## src/hw/rtl/ksa_pkg.sv

```systemverilog
// Shared item types and operation and status codes for the shared-array stack block.
package ksa_pkg;

	localparam logic CMD_PUSH = 1'b0;
	localparam logic CMD_POP  = 1'b1;

	localparam logic [1:0] STATUS_OK        = 2'd0;
	localparam logic [1:0] STATUS_OVERFLOW  = 2'd1;
	localparam logic [1:0] STATUS_UNDERFLOW = 2'd2;

	localparam int VALUE_W = 32;
	localparam int SEL_W   = 2;

	typedef struct packed {
		logic                       cmd;
		logic [SEL_W-1:0]           stack_sel;
		logic signed [VALUE_W-1:0]  push_value;
	} req_t;

	typedef struct packed {
		logic signed [VALUE_W-1:0]  pop_value;
		logic [1:0]                 status;
	} rsp_t;

endpackage

```

## src/hw/rtl/k_stacks_shared_array.sv

```systemverilog
// Push completes in the top-read state and pop in the pop state, results registered;
// an underflowing pop completes in the top-read state. One item at a time: a new item
// is taken only in idle, after the dependent top and slot reads through synchronous memories.
// Reset is asynchronous: stack tops clear through per-stack valid bits and the free list
// comes up through a fill count below which slots have been used, so there is no clearing pass.
// Slot values are undefined until pushed.
module k_stacks_shared_array import ksa_pkg::*; #(
	parameter int DEPTH  = 16,
	parameter int STACKS = 4
) (
	input  logic clk,
	input  logic arst_n,
	input  logic req_valid,
	output logic req_stall,
	input  req_t req,
	output logic rsp_valid,
	input  logic rsp_stall,
	output rsp_t rsp
);

	localparam int AW = $clog2(DEPTH);
	localparam int PW = $clog2(DEPTH + 1);
	localparam int SW = (STACKS > 1) ? $clog2(STACKS) : 1;
	localparam logic [PW-1:0] NULL_PTR = PW'(DEPTH);

	typedef enum logic [2:0] {
		ST_IDLE = 3'b001,
		ST_TOP  = 3'b010,
		ST_POP  = 3'b100
	} state_t;

	state_t state_q, state_d;

	logic                       cmd_s1;
	logic [SEL_W-1:0]           sel_s1;
	logic signed [VALUE_W-1:0]  val_s1;
	logic [PW-1:0]              top_s2;
	logic [PW-1:0]              free_head_q, free_head_d;
	logic [PW-1:0]              fresh_q, fresh_d;
	logic                       rsp_valid_q;
	rsp_t                       rsp_q, rsp_d;

	logic                       sel_ok, out_free, finish;
	logic [PW-1:0]              top_ptr;
	logic [PW-1:0]              slot_rlink;
	logic signed [VALUE_W-1:0]  slot_rdata;
	logic                       slot_we;
	logic [AW-1:0]              slot_waddr, slot_raddr;
	logic [PW-1:0]              slot_wlink;
	logic signed [VALUE_W-1:0]  slot_wdata;
	logic                       top_we;
	logic [SW-1:0]              top_raddr, top_waddr;
	logic [PW-1:0]              top_wptr;

	ksa_slot_mem #(.DEPTH(DEPTH)) u_slot_mem (
		.clk   (clk),
		.we    (slot_we),
		.waddr (slot_waddr),
		.wlink (slot_wlink),
		.wdata (slot_wdata),
		.raddr (slot_raddr),
		.rlink (slot_rlink),
		.rdata (slot_rdata)
	);

	ksa_top_mem #(.DEPTH(DEPTH), .STACKS(STACKS)) u_top_mem (
		.clk    (clk),
		.arst_n (arst_n),
		.we     (top_we),
		.waddr  (top_waddr),
		.wptr   (top_wptr),
		.raddr  (top_raddr),
		.rptr   (top_ptr)
	);

	assign req_stall = (state_q != ST_IDLE);
	assign out_free  = !rsp_valid_q || !rsp_stall;
	assign sel_ok    = (32'(sel_s1) < STACKS);
	assign top_raddr = (state_q == ST_IDLE) ? SW'(req.stack_sel) : SW'(sel_s1);
	assign top_waddr = SW'(sel_s1);

	always_comb begin
		state_d     = state_q;
		free_head_d = free_head_q;
		fresh_d     = fresh_q;
		finish      = 1'b0;
		rsp_d       = '{pop_value: '0, status: STATUS_OK};
		slot_we     = 1'b0;
		slot_waddr  = AW'(free_head_q);
		slot_wlink  = top_ptr;
		slot_wdata  = val_s1;
		slot_raddr  = AW'(free_head_q);
		top_we      = 1'b0;
		top_wptr    = free_head_q;

		unique case (state_q)
			ST_IDLE: begin
				if (req_valid) begin
					state_d = ST_TOP;
				end
			end
			ST_TOP: begin
				if (cmd_s1 == CMD_PUSH) begin
					if (!sel_ok || free_head_q >= NULL_PTR) begin
						rsp_d.status = STATUS_OVERFLOW;
					end else begin
						slot_we  = out_free;
						top_we   = out_free;
						top_wptr = free_head_q;
						// Slots at or above the fill count were never used, so the next free slot is the next index.
						if (free_head_q < fresh_q) begin
							free_head_d = slot_rlink;
						end else begin
							free_head_d = PW'(free_head_q + PW'(1));
							fresh_d     = PW'(fresh_q + PW'(1));
						end
						if (!out_free) begin
							free_head_d = free_head_q;
							fresh_d     = fresh_q;
						end
					end
					if (out_free) begin
						finish  = 1'b1;
						state_d = ST_IDLE;
					end
				end else begin
					slot_raddr = AW'(top_ptr);
					if (!sel_ok || top_ptr >= NULL_PTR) begin
						rsp_d.status = STATUS_UNDERFLOW;
						if (out_free) begin
							finish  = 1'b1;
							state_d = ST_IDLE;
						end
					end else begin
						state_d = ST_POP;
					end
				end
			end
			ST_POP: begin
				slot_raddr      = AW'(top_s2);
				slot_waddr      = AW'(top_s2);
				slot_wlink      = free_head_q;
				slot_wdata      = slot_rdata;
				top_wptr        = slot_rlink;
				rsp_d.pop_value = slot_rdata;
				if (out_free) begin
					slot_we     = 1'b1;
					top_we      = 1'b1;
					free_head_d = top_s2;
					finish      = 1'b1;
					state_d     = ST_IDLE;
				end
			end
			default: begin
				state_d = ST_IDLE;
			end
		endcase
	end

	always_ff @(posedge clk or negedge arst_n) begin
		if (!arst_n) begin
			state_q     <= ST_IDLE;
			free_head_q <= '0;
			fresh_q     <= '0;
			rsp_valid_q <= 1'b0;
		end else begin
			state_q     <= state_d;
			free_head_q <= free_head_d;
			fresh_q     <= fresh_d;
			if (finish) begin
				rsp_valid_q <= 1'b1;
			end else if (!rsp_stall) begin
				rsp_valid_q <= 1'b0;
			end
		end
	end

	always_ff @(posedge clk) begin
		if (state_q == ST_IDLE && req_valid) begin
			cmd_s1 <= req.cmd;
			sel_s1 <= req.stack_sel;
			val_s1 <= req.push_value;
		end
		if (state_q == ST_TOP) begin
			top_s2 <= top_ptr;
		end
		if (finish) begin
			rsp_q <= rsp_d;
		end
	end

	assign rsp_valid = rsp_valid_q;
	assign rsp       = rsp_q;

	a_fresh_bound: assert property (@(posedge clk) disable iff (!arst_n)
		fresh_q <= NULL_PTR)
		else $error("fill count ran past the slot count");

	a_free_below_fresh: assert property (@(posedge clk) disable iff (!arst_n)
		free_head_q <= fresh_q)
		else $error("free list head points at a slot beyond the fill count");

	a_pop_real_slot: assert property (@(posedge clk) disable iff (!arst_n)
		state_q == ST_POP |-> top_s2 < NULL_PTR)
		else $error("pop stage entered with an empty stack top");

	a_rsp_from_work: assert property (@(posedge clk) disable iff (!arst_n)
		$rose(rsp_valid_q) |-> $past(state_q != ST_IDLE))
		else $error("item result produced while no item was in progress");

endmodule

```

## src/hw/rtl/ksa_slot_mem.sv

```systemverilog
// Slot memory: one entry per slot holding the link to the slot below and the stored value.
module ksa_slot_mem import ksa_pkg::*; #(
	parameter int DEPTH = 16
) (
	input  logic                          clk,
	input  logic                          we,
	input  logic [$clog2(DEPTH)-1:0]      waddr,
	input  logic [$clog2(DEPTH+1)-1:0]    wlink,
	input  logic signed [VALUE_W-1:0]     wdata,
	input  logic [$clog2(DEPTH)-1:0]      raddr,
	output logic [$clog2(DEPTH+1)-1:0]    rlink,
	output logic signed [VALUE_W-1:0]     rdata
);

	localparam int PW = $clog2(DEPTH + 1);

	typedef struct packed {
		logic [PW-1:0]              link;
		logic signed [VALUE_W-1:0]  data;
	} entry_t;

	entry_t mem [DEPTH];
	entry_t rd_q;

	always_ff @(posedge clk) begin
		if (we) begin
			mem[waddr] <= '{link: wlink, data: wdata};
		end
		rd_q <= mem[raddr];
	end

	assign rlink = rd_q.link;
	assign rdata = rd_q.data;

endmodule

```

## src/hw/rtl/ksa_top_mem.sv

```systemverilog
// Stack-top memory: one top pointer per stack, with valid bits so every stack resets empty.
module ksa_top_mem import ksa_pkg::*; #(
	parameter int DEPTH  = 16,
	parameter int STACKS = 4
) (
	input  logic                                        clk,
	input  logic                                        arst_n,
	input  logic                                        we,
	input  logic [((STACKS > 1) ? $clog2(STACKS) : 1)-1:0] waddr,
	input  logic [$clog2(DEPTH+1)-1:0]                  wptr,
	input  logic [((STACKS > 1) ? $clog2(STACKS) : 1)-1:0] raddr,
	output logic [$clog2(DEPTH+1)-1:0]                  rptr
);

	localparam int PW = $clog2(DEPTH + 1);
	localparam logic [PW-1:0] NULL_PTR = PW'(DEPTH);

	logic [PW-1:0]     mem [STACKS];
	logic [STACKS-1:0] vld_q;
	logic [PW-1:0]     rdata_q;
	logic              rvld_q;

	always_ff @(posedge clk) begin
		if (we) begin
			mem[waddr] <= wptr;
		end
		rdata_q <= mem[raddr];
	end

	// An entry that was never written reads as an empty stack.
	always_ff @(posedge clk or negedge arst_n) begin
		if (!arst_n) begin
			vld_q  <= '0;
			rvld_q <= 1'b0;
		end else begin
			if (we) begin
				vld_q[waddr] <= 1'b1;
			end
			rvld_q <= vld_q[raddr];
		end
	end

	assign rptr = rvld_q ? rdata_q : NULL_PTR;

endmodule
```

## config.mk

```make
export PLATFORM = sky130hd
export DESIGN_NAME = k_stacks_shared_array
export DESIGN_NICKNAME = d
export VERILOG_FILES = /design/src/hw/rtl/ksa_pkg.sv /design/src/hw/rtl/k_stacks_shared_array.sv /design/src/hw/rtl/ksa_slot_mem.sv /design/src/hw/rtl/ksa_top_mem.sv
export SDC_FILE = /design/constraint.sdc
export NUM_CORES = 1
export LEC_CHECK = 0
export ABC_AREA = 1
export BUFFER_PORTS_ARGS = -buffer_cell sky130_fd_sc_hd__buf_2
export CORE_ASPECT_RATIO = 1.5
export CORE_UTILIZATION = 40
export CTS_CLUSTER_DIAMETER = 150
export DETAILED_ROUTE_END_ITERATION = 10
export PLACE_DENSITY_LB_ADDON = 0.3
export SLEW_MARGIN = 15
export SYNTH_ARGS = -nofsm -noshare
export SYNTH_HDL_FRONTEND = slang
export SYNTH_SLANG_ARGS = --single-unit
export TNS_END_PERCENT = 20
```

## constraint.sdc

```tcl
create_clock -name clk -period 5.23 [get_ports clk]
set_clock_uncertainty 0.2 [all_clocks]
set_input_delay 0 -clock clk [delete_from_list [all_inputs] [get_ports clk]]
set_output_delay 0 -clock clk [all_outputs]
set_load 0.03 [all_outputs]
```

==> results of run 1 <==
-- worst paths after layout --
kind	depth (start not counted)	endpoint	startpoint
max in group asynchronous	4	rsp_valid	arst_n
setup / recovery	10	u_slot_mem.mem[8][28]	state_q[0]
hold reg to reg	2	u_top_mem.vld_q[1]	u_top_mem.vld_q[1]
min in group asynchronous	3	state_q[0]	arst_n
hold / removal	4	rsp_valid	rsp_stall
setup reg to reg	10	u_slot_mem.mem[8][28]	state_q[0]
-- registers in the layout, summed over array words and instances, names as in the netlist --
name               count
rsp                   34
cmd_s1                 1
val_s1                32
u_top_mem.mem         20
sel_s1                 2
rsp_valid              1
top_s2                 5
u_top_mem.rvld_q       1
state_q                3
u_top_mem.rdata_q      5
u_slot_mem.mem       592
u_slot_mem.rlink       5
free_head_q            5
u_slot_mem.rdata      32
u_top_mem.vld_q        4
fresh_q                5
-- layout make-up --
class / instances / area, um^2 / area share
Sequential cell: 747 / 21900 / 0.609
Clock inverter: 32 / 220 / 0.00612
Clock buffer: 99 / 2050 / 0.0569
Inverter: 299 / 1120 / 0.0312
Tap cell: 1016 / 1270 / 0.0353
Timing Repair Buffer: 225 / 1900 / 0.0529
Multi-Input combinational cell: 1589 / 7490 / 0.208
-- per-layer routing --
| layer | vias up | GRT usage | wire length, um |
|---|---|---|---|
| met4 | 0 | 0.0788 | 2400 |
| li1 | 9792 | - | - |
| met2 | 770 | 0.342 | 38500 |
| met1 | 10113 | 0.253 | 32000 |
| met3 | 152 | 0.0255 | 5270 |
| met5 | - | 0 | 0 |
-- through the flow --
step / setup slack, ps / hold slack [ps] / total power [W] / area (um^2)
floorplan: 740 / -496 / 0.0119 / 31200
global placement: 1560 / -220 / 0.0136 / 32900
detailed placement: 1560 / -209 / 0.0137 / 32900
CTS: 1550 / 47.1 / 0.0188 / 36000
global route: 1250 / 110 / 0.0197 / 36000
finish: 1540 / 76.0 / 0.0187 / 36000
-- power breakdown --
part	internal, W	leakage, nW	switching [W]	total (W)
sequential	0.00726	6.76	0.000155	0.00741
clock	0.00285	1.12	0.00221	0.00506
combinational	0.00176	6.47	0.00443	0.00618
-- cell usage in the layout, fill, tap and decap left out, drive strengths merged --
| master | instances |
|---|---|
| dfstp | 1 |
| o31ai | 1 |
| clkinvlp | 2 |
| nand3 | 609 |
| nor2 | 70 |
| buf | 150 |
| a31oi | 5 |
| xnor2 | 1 |
| nand4 | 3 |
| bufinv | 2 |
| dfrtp | 18 |
| o21ai | 49 |
| a21oi | 15 |
| ha | 7 |
| a211oi | 1 |
| edfxtp | 686 |
| nand3b | 74 |
| o21bai | 1 |
| nand2 | 728 |
| dlygate4sd3 | 75 |
| xor2 | 4 |
| or2 | 3 |
| inv | 300 |
| dfxtp | 42 |
| clkinv | 27 |
| a32oi | 5 |
| o211ai | 1 |
| o22ai | 3 |
| clkbuf | 99 |
| nor3 | 9 |
-- timing repair --
item	in CTS	in global routing
resized for setup	0	0
hold buffers	75	0
hold endpoints to repair	91	0
setup buffers	0	0
-- worst max-delay path, stage by stage (launching register included) --
cell,delay [ps]
dfstp_2,560
nor2_1,80
nand2_4,170
buf_4,580
nor2_1,150
inv_1,110
nand2_1,110
inv_1,100
nand3_1,320
nor2_4,710
buf_12,280
-- synthesized netlist by cell type --
cell	n	area share
nand2_1	724	0.087
edfxtp_1	686	0.66
nand3_1	609	0.098
inv_1	296	0.036
buf_2	128	0.021
nand3b_1	74	0.018
nor2_1	68	0.0082
o21ai_0	48	0.0077
dfxtp_1	42	0.027
clkbuf_1	22	0.0026
dfrtp_1	18	0.014
a21oi_1	15	0.0024
buf_1	9	0.0011
nor3_1	8	0.0013
ha_1	7	0.0028
buf_6	6	0.0022
a31oi_1	5	0.0010
a32oi_1	5	0.0014
buf_4	4	0.00096
xor2_1	4	0.0011
inv_2	3	0.00036
nand4_1	3	0.00060
o22ai_1	3	0.00060
or2_1	3	0.00060
nand2_2	2	0.00040
nand2_4	2	0.00072
a211oi_1	1	0.00024
dfstp_2	1	0.00084
nor2_2	1	0.00020
nor2_4	1	0.00036
nor3_2	1	0.00032
o211ai_1	1	0.00024
o21ai_1	1	0.00016
o21bai_2	1	0.00036
o31ai_1	1	0.00024
xnor2_1	1	0.00028
-- cells by family (layout without fill, tap and decap cells) --
logic type / count (synthesis) / after routing / share of synthesized area
AND/OR/NAND/NOR: 1496 / 1496 / 0.215
flip-flops: 747 / 747 / 0.703
buffers and inverters: 468 / 655 / 0.0634
AO/OA/AOI/OAI: 81 / 81 / 0.0144
adder cells (fa/ha/maj): 7 / 7 / 0.00281
XOR/XNOR: 5 / 5 / 0.00140
==> impl_metrics.yaml, run 1 <==
clock_tree:
  worst_skew_pair.late_latency_ps: 620
  clk_pin_slew_ps: 60
  tritoncts: "yes"
  numCtsBuffers: 73
  htreeDepth: 3
  max-clock-path-buffers: 3
  clock-root-buffer: "clkbuf_16"
  cts.sinks: 747
timing:
  finalSetupTns_ps: 0
  period_share: 0.705
  rsz0062_at_grt: "no"
  relSlewSlack: 0.217
  fmax_mhz: 271
  finalCriticalPeriod_ps: 3690
  final-setup-viol-count: 0
  tightestPinTransition_ps: 1170
  drv_slew: 0
  hold_viol: 0
cells_and_area:
  synthToLayoutAreaGrowth_pct: 15.3
  drive_above_1_share: 0.0966
  fillers: 7031
  fin_util: 0.466
  fin_cells: 4007
  nNetsFinal: 2981
  antenna_cells: 0
global_routing:
  grt_pass1_wl_um: 120000
  grt_overflow_total: 0
  grt_max_degree: 161
  track_usage: 0.198
  antenna_found_initial: 0
  grt_pass1_vias: 20508
run:
  drv_cap: 0
logic_synthesis:
  ys_seq_area_frac: 0.703
  syn_inst: 2804
  syn_nets: 2850
  syn_area_um2: 31200
  synth-seq-cells: 747
  synth_cell_types: 36
  ys_warn_count: 0
  synthesis.area_per_instance_um2: 11.1
critical_path:
  required_ps: 5350
  arrival_ps: 3810
  critPathKind: "reg2reg"
  crit_path_start_kind: "flop"
  r2r_slack_ps: 1540
  cp_max_fo: 60
  crit_path_end_kind: "flop"
drt:
  drt-initial-drc-count: 1774
  wire_per_inst_um: 19.5
  ant_nets: 0
  remaining_drc_errors: 0
  first_pass_iters: 6
  vias_per_cell: 5.20
  vias: 20827
  wl_um: 78200
floorplan:
  dieArea_um2: 79100
  rows: 125
  dieWidth_um: 230
  boundaryPins: 75
  initial_core_util: 0.404
  die_h_um: 344
  coreArea_um2: 77300
power_and_ir_drop:
  ir_worst_vdd_v: 0.000588
  power_density_nw_per_um2: 519
  leakage_nw: 14.3
placement:
  numPlacedInstances: 3801
  portBuffers: 74
  dp_hpwl_um: 40500
  place_congestion: 0.809
outcome:
  status: "completed"
hold_path:
  hp-class: "in2reg"
Power figures use the tool's default switching activity.
==> run 2, diff against run 1 <==
==> constraint.sdc (replaced) <==
create_clock -name clk -period 3.2 [get_ports clk]
set_clock_uncertainty 0.2 [all_clocks]
set_input_delay 0 -clock clk [delete_from_list [all_inputs] [get_ports clk]]
set_output_delay 0 -clock clk [all_outputs]
set_load 0.03 [all_outputs]
==> impl_metrics.yaml, run 2 (same netlist as run 1, synthesis figures left out) <==
cells_and_area:
  max_flop_register: "u_slot_mem.mem"
  multi_input_area_um2: 7510
  final_area_um2: 36700
  largest_reg_flops: 592
  nNetsFinal: 3021
  fillers: 6965
  final_common_cell: "nand2_1"
  drive_above_1_share: 0.112
  synthToLayoutAreaGrowth_pct: 17.8
  seqCellArea_um2: 21900
  fin_cells: 4049
  antenna_cells: 0
  layout_common_cells: "nand2_1 (723), edfxtp_1 (686), nand3_1 (608)"
drt:
  vias_per_cell: 5.17
  ant_nets: 0
  wire_per_inst_um: 19.2
  wl_um: 77600
  vias: 20932
  first_pass_iters: 8
  drt-initial-drc-count: 1765
  remaining_drc_errors: 1
timing:
  finalSetupTns_ps: 0
  tightestPinTransition_ps: 990
  relSlewSlack: 0.338
  fmax_mhz: 342
  hold_viol: 0
  final-setup-viol-count: 0
  finalCriticalPeriod_ps: 2920
  rsz0062_at_grt: "no"
  period_share: 0.913
  drv_slew: 0
critical_path:
  arrival_ps: 2970
  path_cells: "nor2_1 > nand2_4 > inv_2 > nand2_1 > nand2_1 > nand3_1 > nor3_4 > buf_4"
  worstPathBufferInverterCount: 2
  r2r_slack_ps: 280
  critPathKind: "reg2reg"
  cp_common_cell: "nand2_1"
  cp_slowest_cell: "dfrtp_1"
  slowest_delay_ps: 430
  crit_path_end_kind: "flop"
  r2r_cells: 8
  cp.depth: 8
  cp_max_fo: 23
  required_ps: 3250
  crit_path_start_kind: "flop"
  cp_top_family: "simple AND/OR/NAND/NOR gates"
floorplan:
  rows: 125
  initial_core_util: 0.404
  dieArea_um2: 79100
  die_h_um: 344
  boundaryPins: 75
  coreArea_um2: 77300
  dieWidth_um: 230
global_routing:
  grt_overflow_total: 0
  grt_pass1_vias: 20547
  track_usage: 0.195
  antenna_found_initial: 1
  grt_max_degree: 100
  grt_pass1_wl_um: 119000
clock_tree:
  numCtsBuffers: 70
  worst_skew_pair.late_latency_ps: 620
  cts_resized: 0
  clk_pin_slew_ps: 60
  cts.sinks: 747
  max-clock-path-buffers: 3
  cts_hold_buffers: 75
  clock-root-buffer: "clkbuf_16"
  tritoncts: "yes"
  post_cts_buffers: 0
  htreeDepth: 3
run:
  drv_cap: 0
placement:
  placed_cell_area_um2: 33600
  portBuffers: 74
  place_congestion: 0.838
  numPlacedInstances: 3844
  dp_hpwl_um: 43200
power_and_ir_drop:
  ir_worst_vdd_v: 0.000694
  totalPowerFinal_w: 0.0315
  leakage_nw: 14.8
  power_density_nw_per_um2: 858
outcome:
  status: "finished with violations"
  violations: "design-rule violations"
hold_path:
  hp-class: "in2reg"
  whs_path_depth: 4
## run 2: changes by cell type in the layout (fill, tap and decap cells not counted), moves of 5 or more
cell	previous run	this run
inv_6	1	6
buf_12	17	41
clkbuf_1	17	12
bufinv_16	2	8
clkinv_1	11	6
buf_4	59	78
## run 2: worst paths after layout
kind,start,endpoint
max,state_q[1],u_slot_mem.mem[2][13]
min,rsp_stall,rsp_valid
max reg2reg,state_q[1],u_slot_mem.mem[2][13]
min reg2reg,u_top_mem.vld_q[2],u_top_mem.vld_q[2]
max in group asynchronous,arst_n,free_head_q[1]
min in group asynchronous,arst_n,state_q[0]
## run 2: through the flow
| step | worst slack [ps] | utilization | hold slack [ps] |
|---|---|---|---|
| finish | 279 | 0.475 | 74.9 |
| global route | 167 | 0.475 | 76.5 |
| CTS | 292 | 0.475 | 25.4 |
| detailed placement | 333 | 0.435 | -214 |
| global placement | 306 | 0.435 | -221 |
| floorplan | -468 | - | -496 |
## run 2: tightest hold or removal path: cells and delay by family
family / cells / cell delay [ps]
AND/OR/NAND/NOR: 2 / 210
buffers and inverters: 2 / 640
## run 2: final cells by class
| class | count | share of cell area |
|---|---|---|
| inverters | 299 | 0.0306 |
| clock buffers | 92 | 0.0536 |
| flip-flops and latches | 747 | 0.597 |
| well taps | 1016 | 0.0346 |
| repair buffers | 268 | 0.0688 |
| multi-input cells | 1589 | 0.204 |
| clock inverters | 38 | 0.0113 |
## run 2: metal layers
metal / share of wire / track usage
met5: 0 / 0
met4: 0.030 / 0.0751
met3: 0.055 / 0.0275
met2: 0.51 / 0.341
met1: 0.41 / 0.245
## run 2: where the power goes
group          switching, W  total, W  internal (W)
clock network       0.00364   0.00866       0.00502
registers          0.000277    0.0121        0.0119
logic               0.00737    0.0107       0.00336
